$ cat config.mk
export PLATFORM = sky130hd
export DESIGN_NAME = latency_histogram_percentiles
export DESIGN_NICKNAME = d
export VERILOG_FILES = /design/src/rtl/lhp_pkg.sv /design/src/rtl/lhp_ram.sv /design/src/rtl/lhp_cfg.sv /design/src/rtl/lhp_rec.sv /design/src/rtl/lhp_walk.sv /design/src/rtl/latency_histogram_percentiles.sv
export SDC_FILE = /design/constraint.sdc
export NUM_CORES = 2
export LEC_CHECK = 0
export ABC_AREA = 1
export BUFFER_PORTS_ARGS = -buffer_cell sky130_fd_sc_hd__buf_4
export CAP_MARGIN = 20
export CORE_ASPECT_RATIO = 0.9
export CORE_MARGIN = 2
export CORE_UTILIZATION = 33
export DETAILED_ROUTE_END_ITERATION = 6
export SKIP_LAST_GASP = 1
export SYNTH_ARGS = -nofsm -noshare
export SYNTH_HDL_FRONTEND = slang
export SYNTH_SLANG_ARGS = --single-unit
export TNS_END_PERCENT = 20
$ cat constraint.sdc
create_clock -name clk -period 20.1 [get_ports clk]
set_input_delay 3.015 -clock clk [delete_from_list [all_inputs] [get_ports clk]]
set_output_delay 3.015 -clock clk [all_outputs]
set_load 0.01 [all_outputs]
$ cat src/rtl/lhp_pkg.sv
// ----------------------------------------------------------------------------
// lhp_pkg
// Shared types, widths and codes of the latency histogram block.
// ----------------------------------------------------------------------------
package lhp_pkg;

  // histogram geometry
  localparam int BUCKETS = 8;
  localparam int BIDX_W  = $clog2(BUCKETS);
  localparam int NREGS   = 8;
  localparam int REG_IW  = $clog2(NREGS);
  localparam int CFG_AW  = REG_IW + 2;

  // field widths
  localparam int LAT_W      = 32;
  localparam int CNT_W      = 32;
  localparam int SUM_W      = 48;
  localparam int IDX_W      = 3;
  localparam int CMD_W      = 2;
  localparam int IN_TDATA_W = 40;
  localparam int CUM_W      = CNT_W + BIDX_W;
  localparam int C100_W     = CUM_W + 7;
  localparam int TGT_W      = CNT_W + 7;

  typedef logic [BIDX_W-1:0]           bidx_t;
  typedef logic [CNT_W-1:0]            cnt_t;
  typedef logic [SUM_W-1:0]            sum_t;
  typedef logic [CUM_W-1:0]            cum_t;
  typedef logic [C100_W-1:0]           c100_t;
  typedef logic [TGT_W-1:0]            tgt_t;
  typedef logic [SUM_W:0]              sum_ext_t;
  typedef logic [NREGS-1:0][LAT_W-1:0] bound_arr_t;
  typedef logic [CMD_W-1:0]            cmd_t;

  localparam bidx_t LAST_B = bidx_t'(BUCKETS - 1);
  localparam cnt_t  CNT_MAX = '1;
  localparam sum_t  SUM_MAX = '1;

  // command codes carried on in_tuser
  localparam cmd_t CMD_RECORD = 2'd0;
  localparam cmd_t CMD_REPORT = 2'd1;
  localparam cmd_t CMD_READ   = 2'd2;

  // bucket bounds after reset, bound_0 in the lowest word
  localparam bound_arr_t BOUND_RST = {
    32'd1000000, 32'd100000, 32'd50000, 32'd10000,
    32'd5000,    32'd1000,   32'd500,   32'd100
  };

  // running statistics
  typedef struct packed {
    cnt_t peak;
    sum_t sum;
    cnt_t cnt;
  } stats_t;

  // result word, last field in the lowest bits
  typedef struct packed {
    cnt_t cumulative_count;
    cnt_t p99_bound;
    cnt_t p95_bound;
    cnt_t median_bound;
    cnt_t latency_peak;
    sum_t latency_sum;
    cnt_t sample_total;
  } res_t;

  localparam int OUT_TDATA_W = $bits(res_t);

  // bucket counter write port
  typedef struct packed {
    logic  we;
    bidx_t addr;
    cnt_t  data;
  } ram_wr_t;

  // walker status toward the top level
  typedef struct packed {
    logic busy;
    logic rd_en;
    logic res_vld;
  } walk_ctl_t;

  typedef enum logic [1:0] {
    W_IDLE,
    W_READ,
    W_DONE
  } walk_state_t;

endpackage

$ cat src/rtl/lhp_ram.sv
// ----------------------------------------------------------------------------
// lhp_ram
// Generic single-write, single-read RAM with registered read data.
// ----------------------------------------------------------------------------
module lhp_ram #(
  parameter int WIDTH = 32,
  parameter int DEPTH = 8
) (
  input  logic                     clk,
  input  logic                     we,
  input  logic [$clog2(DEPTH)-1:0] waddr,
  input  logic [WIDTH-1:0]         wdata,
  input  logic [$clog2(DEPTH)-1:0] raddr,
  output logic [WIDTH-1:0]         rdata
);

  logic [WIDTH-1:0] mem [DEPTH];
  logic [WIDTH-1:0] rdata_r;

  // read returns the old data on a same-address write
  always_ff @(posedge clk) begin
    if (we) begin
      mem[waddr] <= wdata;
    end
    rdata_r <= mem[raddr];
  end

  assign rdata = rdata_r;

endmodule

$ cat src/rtl/lhp_cfg.sv
// ----------------------------------------------------------------------------
// lhp_cfg
// APB register file holding the bucket bounds.
// ----------------------------------------------------------------------------
module lhp_cfg (
  input  logic                       clk,
  input  logic                       rst_n,
  input  logic                       cfg_psel,
  input  logic                       cfg_penable,
  input  logic                       cfg_pwrite,
  input  logic [lhp_pkg::CFG_AW-1:0] cfg_paddr,
  input  logic [31:0]                cfg_pwdata,
  output logic [31:0]                cfg_prdata,
  output logic                       cfg_pready,
  output lhp_pkg::bound_arr_t        bounds
);

  lhp_pkg::bound_arr_t             bounds_r;
  logic [lhp_pkg::REG_IW-1:0]      reg_idx;
  logic                            wr_en;

  assign reg_idx = cfg_paddr[lhp_pkg::CFG_AW-1:2];
  assign wr_en   = cfg_psel && cfg_penable && cfg_pwrite;

  // bound registers
  always_ff @(posedge clk) begin
    if (!rst_n) begin
      bounds_r <= lhp_pkg::BOUND_RST;
    end else if (wr_en) begin
      bounds_r[reg_idx] <= cfg_pwdata;
    end
  end

  assign cfg_prdata = bounds_r[reg_idx];
  assign cfg_pready = 1'b1;
  assign bounds     = bounds_r;

endmodule

$ cat src/rtl/lhp_rec.sv
// ----------------------------------------------------------------------------
// lhp_rec
// Sample update path: bucket search, counter read-modify-write and the
// running count, sum and maximum.
// ----------------------------------------------------------------------------
module lhp_rec (
  input  logic                        clk,
  input  logic                        rst_n,
  input  logic                        rec_go,
  input  logic [lhp_pkg::LAT_W-1:0]   lat,
  input  lhp_pkg::bound_arr_t         bounds,
  input  lhp_pkg::cnt_t               rdata,
  output lhp_pkg::bidx_t              hit,
  output lhp_pkg::ram_wr_t            wr,
  output logic [lhp_pkg::BUCKETS-1:0] ent_vld,
  output lhp_pkg::stats_t             stats
);

  lhp_pkg::bidx_t              hit_c;
  logic                        s1_vld_r;
  lhp_pkg::bidx_t              s1_addr_r;
  logic                        s1_ev_r;
  logic                        fwd_vld_r;
  lhp_pkg::bidx_t              fwd_addr_r;
  lhp_pkg::cnt_t               fwd_data_r;
  logic [lhp_pkg::BUCKETS-1:0] ent_vld_r;
  lhp_pkg::cnt_t               old_c;
  lhp_pkg::cnt_t               inc_c;
  lhp_pkg::stats_t             stats_r;
  lhp_pkg::stats_t             stats_nxt;
  lhp_pkg::sum_ext_t           sum_add;

  // first bucket whose bound covers the sample, else the last one
  always_comb begin
    hit_c = lhp_pkg::LAST_B;
    for (int k = lhp_pkg::BUCKETS - 1; k >= 0; k--) begin
      if (lat <= bounds[k]) begin
        hit_c = lhp_pkg::bidx_t'(k);
      end
    end
  end

  assign hit = hit_c;

  // old counter value: forward the write of the previous cycle
  always_comb begin
    if (fwd_vld_r && (fwd_addr_r == s1_addr_r)) begin
      old_c = fwd_data_r;
    end else if (s1_ev_r) begin
      old_c = rdata;
    end else begin
      old_c = '0;
    end
    inc_c = (old_c == lhp_pkg::CNT_MAX) ? old_c : old_c + lhp_pkg::cnt_t'(1);
  end

  assign wr.we   = s1_vld_r;
  assign wr.addr = s1_addr_r;
  assign wr.data = inc_c;

  // saturating count and sum, running maximum
  always_comb begin
    stats_nxt = stats_r;
    sum_add   = lhp_pkg::sum_ext_t'(stats_r.sum) + lhp_pkg::sum_ext_t'(lat);
    if (stats_r.cnt != lhp_pkg::CNT_MAX) begin
      stats_nxt.cnt = stats_r.cnt + lhp_pkg::cnt_t'(1);
    end
    stats_nxt.sum = sum_add[lhp_pkg::SUM_W] ? lhp_pkg::SUM_MAX
                                             : sum_add[lhp_pkg::SUM_W-1:0];
    if (lat > stats_r.peak) begin
      stats_nxt.peak = lat;
    end
  end

  // control and statistics registers
  always_ff @(posedge clk) begin
    if (!rst_n) begin
      s1_vld_r  <= 1'b0;
      fwd_vld_r <= 1'b0;
      ent_vld_r <= '0;
      stats_r   <= '0;
    end else begin
      s1_vld_r  <= rec_go;
      fwd_vld_r <= s1_vld_r;
      if (s1_vld_r) begin
        ent_vld_r[s1_addr_r] <= 1'b1;
      end
      if (rec_go) begin
        stats_r <= stats_nxt;
      end
    end
  end

  // pipeline payload
  always_ff @(posedge clk) begin
    s1_addr_r  <= hit_c;
    s1_ev_r    <= ent_vld_r[hit_c];
    fwd_addr_r <= s1_addr_r;
    fwd_data_r <= inc_c;
  end

  assign ent_vld = ent_vld_r;
  assign stats   = stats_r;

`ifndef SYNTHESIS
  a_ent_marked: assert property (@(posedge clk) disable iff (!rst_n)
    wr.we |=> ent_vld_r[$past(wr.addr)])
    else $error("bucket written but not marked valid");

  a_cnt_mono: assert property (@(posedge clk) disable iff (!rst_n)
    1'b1 |=> (stats_r.cnt >= $past(stats_r.cnt)))
    else $error("sample count went down");
`endif

endmodule

$ cat src/rtl/lhp_walk.sv
// ----------------------------------------------------------------------------
// lhp_walk
// Bucket walker: reads the counters in order, accumulates the cumulative
// count and resolves percentiles or a cumulative bucket read.
// ----------------------------------------------------------------------------
module lhp_walk (
  input  logic                        clk,
  input  logic                        rst_n,
  input  logic                        start,
  input  logic                        is_read,
  input  logic [lhp_pkg::IDX_W-1:0]   idx,
  input  lhp_pkg::stats_t             stats,
  input  lhp_pkg::bound_arr_t         bounds,
  input  logic [lhp_pkg::BUCKETS-1:0] ent_vld,
  input  lhp_pkg::cnt_t               rdata,
  input  logic                        out_free,
  output lhp_pkg::walk_ctl_t          ctl,
  output lhp_pkg::bidx_t              raddr,
  output lhp_pkg::res_t               res
);

  lhp_pkg::walk_state_t state_r;
  lhp_pkg::walk_state_t state_nxt;
  lhp_pkg::bidx_t       k_r;
  logic                 iss_on_r;
  logic                 p1_vld_r;
  lhp_pkg::bidx_t       p1_k_r;
  logic                 p1_ev_r;
  logic                 p2_vld_r;
  lhp_pkg::bidx_t       p2_k_r;
  lhp_pkg::cum_t        cum_r;
  lhp_pkg::c100_t       c100_r;
  lhp_pkg::stats_t      snap_r;
  logic                 rd_mode_r;
  lhp_pkg::bidx_t       idx_r;
  lhp_pkg::bidx_t       idx_sat;
  lhp_pkg::cnt_t        t50_r;
  lhp_pkg::tgt_t        n95_r;
  lhp_pkg::tgt_t        n99_r;
  logic [2:0]           fnd_r;
  logic [2:0][31:0]     bnd_r;
  lhp_pkg::cnt_t        cap_r;
  lhp_pkg::cnt_t        data_c;
  lhp_pkg::cnt_t        bnd_k;
  logic [2:0]           reach;

  // bucket index past the last bucket reads the total
  always_comb begin
    if (idx > lhp_pkg::IDX_W'(lhp_pkg::BUCKETS - 1)) begin
      idx_sat = lhp_pkg::LAST_B;
    end else begin
      idx_sat = idx[lhp_pkg::BIDX_W-1:0];
    end
  end

  // next state
  always_comb begin
    state_nxt = state_r;
    unique case (state_r)
      lhp_pkg::W_IDLE: begin
        if (start) state_nxt = lhp_pkg::W_READ;
      end
      lhp_pkg::W_READ: begin
        if (p2_vld_r && (p2_k_r == lhp_pkg::LAST_B)) state_nxt = lhp_pkg::W_DONE;
      end
      lhp_pkg::W_DONE: begin
        if (out_free) state_nxt = lhp_pkg::W_IDLE;
      end
      default: state_nxt = lhp_pkg::W_IDLE;
    endcase
  end

  // state outputs
  always_comb begin
    ctl = '0;
    unique case (state_r)
      lhp_pkg::W_IDLE: ctl.busy = 1'b0;
      lhp_pkg::W_READ: begin
        ctl.busy  = 1'b1;
        ctl.rd_en = iss_on_r;
      end
      lhp_pkg::W_DONE: begin
        ctl.busy    = 1'b1;
        ctl.res_vld = out_free;
      end
      default: ctl = '0;
    endcase
  end

  assign raddr  = k_r;
  assign data_c = p1_ev_r ? rdata : '0;
  assign bnd_k  = bounds[p2_k_r];

  // targets met by the cumulative count through bucket p2_k_r
  always_comb begin
    reach[0] = cum_r >= lhp_pkg::cum_t'(t50_r);
    reach[1] = c100_r >= lhp_pkg::c100_t'(n95_r);
    reach[2] = c100_r >= lhp_pkg::c100_t'(n99_r);
  end

  // control registers
  always_ff @(posedge clk) begin
    if (!rst_n) begin
      state_r  <= lhp_pkg::W_IDLE;
      iss_on_r <= 1'b0;
      p1_vld_r <= 1'b0;
      p2_vld_r <= 1'b0;
    end else begin
      state_r  <= state_nxt;
      p1_vld_r <= ctl.rd_en;
      p2_vld_r <= p1_vld_r;
      if (start) begin
        iss_on_r <= 1'b1;
      end else if (ctl.rd_en && (k_r == lhp_pkg::LAST_B)) begin
        iss_on_r <= 1'b0;
      end
    end
  end

  // walk datapath
  always_ff @(posedge clk) begin
    p1_k_r  <= k_r;
    p1_ev_r <= ent_vld[k_r];
    p2_k_r  <= p1_k_r;
    if (start) begin
      k_r       <= '0;
      cum_r     <= '0;
      c100_r    <= '0;
      fnd_r     <= '0;
      snap_r    <= stats;
      rd_mode_r <= is_read;
      idx_r     <= idx_sat;
      t50_r     <= (stats.cnt >> 1) + lhp_pkg::cnt_t'(stats.cnt[0]);
      n95_r     <= lhp_pkg::tgt_t'(stats.cnt) * lhp_pkg::tgt_t'(95);
      n99_r     <= lhp_pkg::tgt_t'(stats.cnt) * lhp_pkg::tgt_t'(99);
    end else begin
      if (ctl.rd_en) begin
        k_r <= k_r + lhp_pkg::bidx_t'(1);
      end
      // accumulate plain and scaled by 100
      if (p1_vld_r) begin
        cum_r  <= cum_r + lhp_pkg::cum_t'(data_c);
        c100_r <= c100_r + lhp_pkg::c100_t'(data_c) * lhp_pkg::c100_t'(100);
      end
      // first bucket reaching each target, last bucket as fallback
      if (p2_vld_r) begin
        for (int i = 0; i < 3; i++) begin
          if (!fnd_r[i] && (reach[i] || (p2_k_r == lhp_pkg::LAST_B))) begin
            fnd_r[i] <= 1'b1;
            bnd_r[i] <= bnd_k;
          end
        end
        if (p2_k_r == idx_r) begin
          cap_r <= (cum_r > lhp_pkg::cum_t'(lhp_pkg::CNT_MAX)) ? lhp_pkg::CNT_MAX
                                                               : cum_r[lhp_pkg::CNT_W-1:0];
        end
      end
    end
  end

  // result word
  always_comb begin
    res = '0;
    if (rd_mode_r) begin
      res.cumulative_count = cap_r;
    end else begin
      res.sample_total = snap_r.cnt;
      res.latency_sum  = snap_r.sum;
      res.latency_peak = snap_r.peak;
      if (snap_r.cnt != '0) begin
        res.median_bound = bnd_r[0];
        res.p95_bound    = bnd_r[1];
        res.p99_bound    = bnd_r[2];
      end
    end
  end

`ifndef SYNTHESIS
  a_done_drained: assert property (@(posedge clk) disable iff (!rst_n)
    (state_r == lhp_pkg::W_DONE) |-> (!p1_vld_r && !p2_vld_r && !iss_on_r))
    else $error("walk finished with reads in flight");

  a_start_idle: assert property (@(posedge clk) disable iff (!rst_n)
    start |-> (state_r == lhp_pkg::W_IDLE))
    else $error("walk started while busy");
`endif

endmodule

$ cat src/rtl/latency_histogram_percentiles.sv
// ----------------------------------------------------------------------------
// latency_histogram_percentiles
// Bucketed latency histogram with count, sum, maximum and percentiles.
// ----------------------------------------------------------------------------
// Input words carry a command on in_tuser: record a sample, report the
// summary, or read the cumulative count of buckets 0 to bucket_index.
// Record words are taken one per cycle while no walk is in progress; each
// bumps count, sum and maximum and increments its bucket counter in RAM
// with a registered read-modify-write, with forwarding for back-to-back
// hits on one bucket. A report or read walks the bucket RAM one entry per
// cycle; in_tready stays low during the walk and until its result word is
// loaded into the output register. Results leave through it; while it is
// stalled and no walk is pending, records are still taken, and a finished
// walk waits until the register drains. Unknown commands are taken and
// dropped. Bucket bounds sit in APB registers at byte address 4*i, to be
// written only while the block is idle; the block does not enforce this.
// Synchronous reset restores the bounds and clears all counters at once
// (bucket entries through per-entry valid bits); no clearing pass.
// ----------------------------------------------------------------------------
module latency_histogram_percentiles (
  input  logic                            clk,
  input  logic                            rst_n,
  input  logic                            in_tvalid,
  output logic                            in_tready,
  // latency_us [31:0], bucket_index [34:32], zero fill
  input  logic [lhp_pkg::IN_TDATA_W-1:0]  in_tdata,
  // cmd [1:0]
  input  logic [lhp_pkg::CMD_W-1:0]       in_tuser,
  output logic                            out_tvalid,
  input  logic                            out_tready,
  // sample_total [31:0], latency_sum [79:32], latency_peak [111:80],
  // median_bound [143:112], p95_bound [175:144], p99_bound [207:176],
  // cumulative_count [239:208]
  output logic [lhp_pkg::OUT_TDATA_W-1:0] out_tdata,
  input  logic                            cfg_psel,
  input  logic                            cfg_penable,
  input  logic                            cfg_pwrite,
  input  logic [lhp_pkg::CFG_AW-1:0]      cfg_paddr,
  input  logic [31:0]                     cfg_pwdata,
  output logic [31:0]                     cfg_prdata,
  output logic                            cfg_pready
);

  lhp_pkg::bound_arr_t             bounds;
  logic                            in_acc;
  logic                            rec_go;
  logic                            walk_go;
  logic                            is_read;
  lhp_pkg::bidx_t                  rec_hit;
  lhp_pkg::bidx_t                  walk_raddr;
  lhp_pkg::bidx_t                  raddr;
  lhp_pkg::ram_wr_t                wr;
  lhp_pkg::cnt_t                   rdata;
  logic [lhp_pkg::BUCKETS-1:0]     ent_vld;
  lhp_pkg::stats_t                 stats;
  lhp_pkg::walk_ctl_t              wctl;
  lhp_pkg::res_t                   res;
  logic                            out_free;
  logic                            out_tvalid_r;
  lhp_pkg::res_t                   out_tdata_r;

  // command decode
  assign in_tready = !wctl.busy;
  assign in_acc    = in_tvalid && in_tready;
  assign rec_go    = in_acc && (in_tuser == lhp_pkg::CMD_RECORD);
  assign is_read   = (in_tuser == lhp_pkg::CMD_READ);
  assign walk_go   = in_acc && ((in_tuser == lhp_pkg::CMD_REPORT) || is_read);

  lhp_cfg u_cfg (
    .clk         (clk),
    .rst_n       (rst_n),
    .cfg_psel    (cfg_psel),
    .cfg_penable (cfg_penable),
    .cfg_pwrite  (cfg_pwrite),
    .cfg_paddr   (cfg_paddr),
    .cfg_pwdata  (cfg_pwdata),
    .cfg_prdata  (cfg_prdata),
    .cfg_pready  (cfg_pready),
    .bounds      (bounds)
  );

  lhp_rec u_rec (
    .clk     (clk),
    .rst_n   (rst_n),
    .rec_go  (rec_go),
    .lat     (in_tdata[lhp_pkg::LAT_W-1:0]),
    .bounds  (bounds),
    .rdata   (rdata),
    .hit     (rec_hit),
    .wr      (wr),
    .ent_vld (ent_vld),
    .stats   (stats)
  );

  // read port goes to the walker while it is reading
  assign raddr = wctl.rd_en ? walk_raddr : rec_hit;

  lhp_ram #(
    .WIDTH (lhp_pkg::CNT_W),
    .DEPTH (lhp_pkg::BUCKETS)
  ) u_ram (
    .clk   (clk),
    .we    (wr.we),
    .waddr (wr.addr),
    .wdata (wr.data),
    .raddr (raddr),
    .rdata (rdata)
  );

  lhp_walk u_walk (
    .clk      (clk),
    .rst_n    (rst_n),
    .start    (walk_go),
    .is_read  (is_read),
    .idx      (in_tdata[lhp_pkg::LAT_W +: lhp_pkg::IDX_W]),
    .stats    (stats),
    .bounds   (bounds),
    .ent_vld  (ent_vld),
    .rdata    (rdata),
    .out_free (out_free),
    .ctl      (wctl),
    .raddr    (walk_raddr),
    .res      (res)
  );

  // output register
  assign out_free = !out_tvalid_r || out_tready;

  always_ff @(posedge clk) begin
    if (!rst_n) begin
      out_tvalid_r <= 1'b0;
    end else if (wctl.res_vld) begin
      out_tvalid_r <= 1'b1;
    end else if (out_tready) begin
      out_tvalid_r <= 1'b0;
    end
  end

  always_ff @(posedge clk) begin
    if (wctl.res_vld) begin
      out_tdata_r <= res;
    end
  end

  assign out_tvalid = out_tvalid_r;
  assign out_tdata  = out_tdata_r;

`ifndef SYNTHESIS
  a_no_wr_in_walk: assert property (@(posedge clk) disable iff (!rst_n)
    !(wr.we && wctl.rd_en))
    else $error("bucket write overlaps walker read");

  a_res_slot_free: assert property (@(posedge clk) disable iff (!rst_n)
    wctl.res_vld |-> (!out_tvalid_r || out_tready))
    else $error("result loaded over a pending word");
`endif

endmodule
==> impl_metrics.toml <==
[run_status]
run_status = "complete, but fails checks"
violations = "DRC"

[synth]
syn-num-nets = 10552
async_reset_ff_frac = 0
yosysSeqAreaShare = 0.437
ys_types = 72
synth_edf_count = 846
ys_ff_latch = 1389
synthCells = 9521
yosys_warnings = 0
netlist_area_um2 = 83100
synth_area_per_cell_um2 = 8.72
synth-main-ff-cell = "edfxtp_1"

[routing]
wirelength_um = 269000
dr.pass1.iters = 7
vias_per_cell = 5.06
drc = 1
vias = 67239
first_iter_violations = 5896
ant_nets = 0
wl_per_cell_um = 20.3

[cells_and_area]
nFillCells = 25034
layout_common_cells = "inv_1, nand2_1, a21oi_1"
area_growth_pct = 14.3
fin_area_um2 = 95000
mostFrequentLayoutCell = "inv_1"
ff_latch_area_um2 = 36300
layout.nets = 10839
multiInputGateArea_um2 = 38600
drive_above_1_share = 0.0833

[clock_tree]
clk_latency_ps = 880
root_buffer = "clkbuf_16"
clk_pin_slew_worst_paths_ps = 60
postCtsHoldBufs = 0
h-tree-depth = 4
cts_setup_buffers = 0
cts_sinks = 1389
cts_resized = 0
cts_tree = "yes"
clk_path_buf_depth = 3
numCtsBuffers = 161

[critical_path]
crit_path_end_kind = "primary output"
required_ps = 17090
cp-start-kind = "input port"
timing_worst_setup_path_type = "in2out"
critPathArrivalTime_ps = 6040
crit_fanout = 17

[floorplanning]
start_util = 0.332
std_cell_rows = 174
die_x_um = 533
die_h_um = 480
dieArea_um2 = 256000
io_pins = 361
core_area_um2 = 250000

[global_routing]
grt_use_met1 = 0.276
grt_usage = 0.206
grt_max_degree = 145
grt_use_met2 = 0.330
met3_usage = 0.0337
grt_first_pass_wirelength_um = 402000
grt_antenna_before_repair = 12
globalRoute.totalOverflow = 0
grt-busiest-layer = "met2"
grt_pass1_vias = 64370

[min_path]
hold_path.class = "reg2reg"

[timing]
relSlewSlack = 0.177
maxSlewViolCount = 0
holdWs_ps = 324
rsz0062_at_grt = "no"
post-route-period-util = 0.451
period_minus_slack_ps = 9060
setup_viol_count_final = 0
clock.fmax_mhz = 110
worst_pin_slew_ps = 1230
clock_skew_ps = 66.4
fin_setup_tns_ps = 0
hold_violations = 0

[placement]
place_congestion = 0.919
dp_hpwl_um = 195000
place_area_um2 = 89400
io_buffers = 352

[power]
peakVddDrop_mv = 0.0769
power.density_nw_per_um2 = 102
leakage_nw = 43.3

[job]
drv_cap = 0
per-layer routing:
layer / wire [µm] / part of all wire / vias up
li1: - / - / 32325
met1: 118000 / 0.44 / 32261
met2: 122000 / 0.45 / 2220
met3: 18000 / 0.067 / 425
met4: 10900 / 0.040 / 8
met5: 47 / 0.00017 / -
through the flow:
stage / setup slack (ps) / std cells / util / power (mW)
final: 11040 / 13295 / 0.380 / 9.73
after global routing: 11160 / 13289 / 0.380 / 10.3
after floorplan: 4680 / 9521 / - / 5.63
after CTS: 11240 / 13283 / 0.379 / 9.81
after detailed placement: 11270 / 12985 / 0.358 / 6.76
after global placement: 11150 / 12984 / 0.358 / 6.70
kinds of logic (layout without fill, tap and decap cells):
| logic type | count (synthesis) | count (layout) | share of synthesized area |
|---|---|---|---|
| flip-flops | 1389 | 1389 | 0.437 |
| AND/OR/NAND/NOR | 2690 | 2690 | 0.137 |
| other | 1 | 9 | 0.0000451 |
| adder cells (fa/ha/maj) | 945 | 945 | 0.160 |
| AO/OA/AOI/OAI | 2046 | 2046 | 0.139 |
| buffers and inverters | 2214 | 2636 | 0.102 |
| XOR/XNOR | 235 | 235 | 0.0250 |
| multiplexers | 1 | 1 | 0.000181 |
area by class of cell:
| cell class | count | share of cell area |
|---|---|---|
| clock inverters | 93 | 0.0115 |
| inverters | 1900 | 0.0752 |
| diodes | 8 | 0.000211 |
| well taps | 3344 | 0.0441 |
| flip-flops and latches | 1389 | 0.382 |
| multi-input cells | 5918 | 0.406 |
| repair buffers | 438 | 0.0352 |
| clock buffers | 205 | 0.0457 |
worst max-delay path, stage by stage:
cell       delay [ps]
buf_4             150
nor3_2            170
buf_4             420
clkinv_1         1010
o2111ai_1        1000
buf_4             240
cells in the mapped netlist, types with 61 or more instances:
cell / number / area, µm²
inv_1: 1878 / 7050
nand2_1: 1288 / 4830
a21oi_1: 873 / 4370
edfxtp_1: 846 / 25400
ha_1: 748 / 9360
nor2_1: 680 / 2550
o21ai_0: 631 / 3160
dfxtp_1: 543 / 10900
nand3_1: 447 / 2240
clkbuf_1: 243 / 912
fa_1: 197 / 3940
xor2_1: 149 / 1310
a31oi_1: 90 / 563
xnor2_1: 83 / 727
nand4_1: 80 / 500
nor3_1: 75 / 375
o211ai_1: 61 / 458
final timing paths:
| kind | slack [ps] | to | from | depth (start not counted) |
|---|---|---|---|---|
| max | 11040 | cfg_prdata[29] | cfg_paddr[4] | 6 |
| min | 320 | u_walk.p2_k_r[0]$_DFF_P_ | u_walk.p1_k_r[0]$_DFF_P_ | 0 |
| max reg2reg | 13750 | u_walk.c100_r[41]$_SDFFE_PP0P_ | u_walk.p1_ev_r$_DFF_P_ | 33 |
| min reg2reg | 320 | u_walk.p2_k_r[0]$_DFF_P_ | u_walk.p1_k_r[0]$_DFF_P_ | 0 |
power breakdown:
part	internal (mW)	switching, mW
Clock	1.75	1.28
Sequential	3.53	0.287
Combinational	0.947	1.94
Total	6.23	3.50
state kept, by name (all words and copies together), names as in the netlist, 8 cells and up:
signal / flops
u_ram.mem: 256
u_walk.n99_r: 39
u_rec.fwd_data_r: 32
u_walk.bnd_r: 96
u_walk.cap_r: 32
u_walk.t50_r: 31
u_walk.n95_r: 37
u_walk.cum_r: 35
u_ram.rdata: 32
u_walk.c100_r: 40
u_rec.ent_vld: 8
u_cfg.bounds: 256
out_tdata: 240
u_walk.snap_r: 111
u_rec.stats: 112
Note: power is estimated with default switching activity, not from simulation.
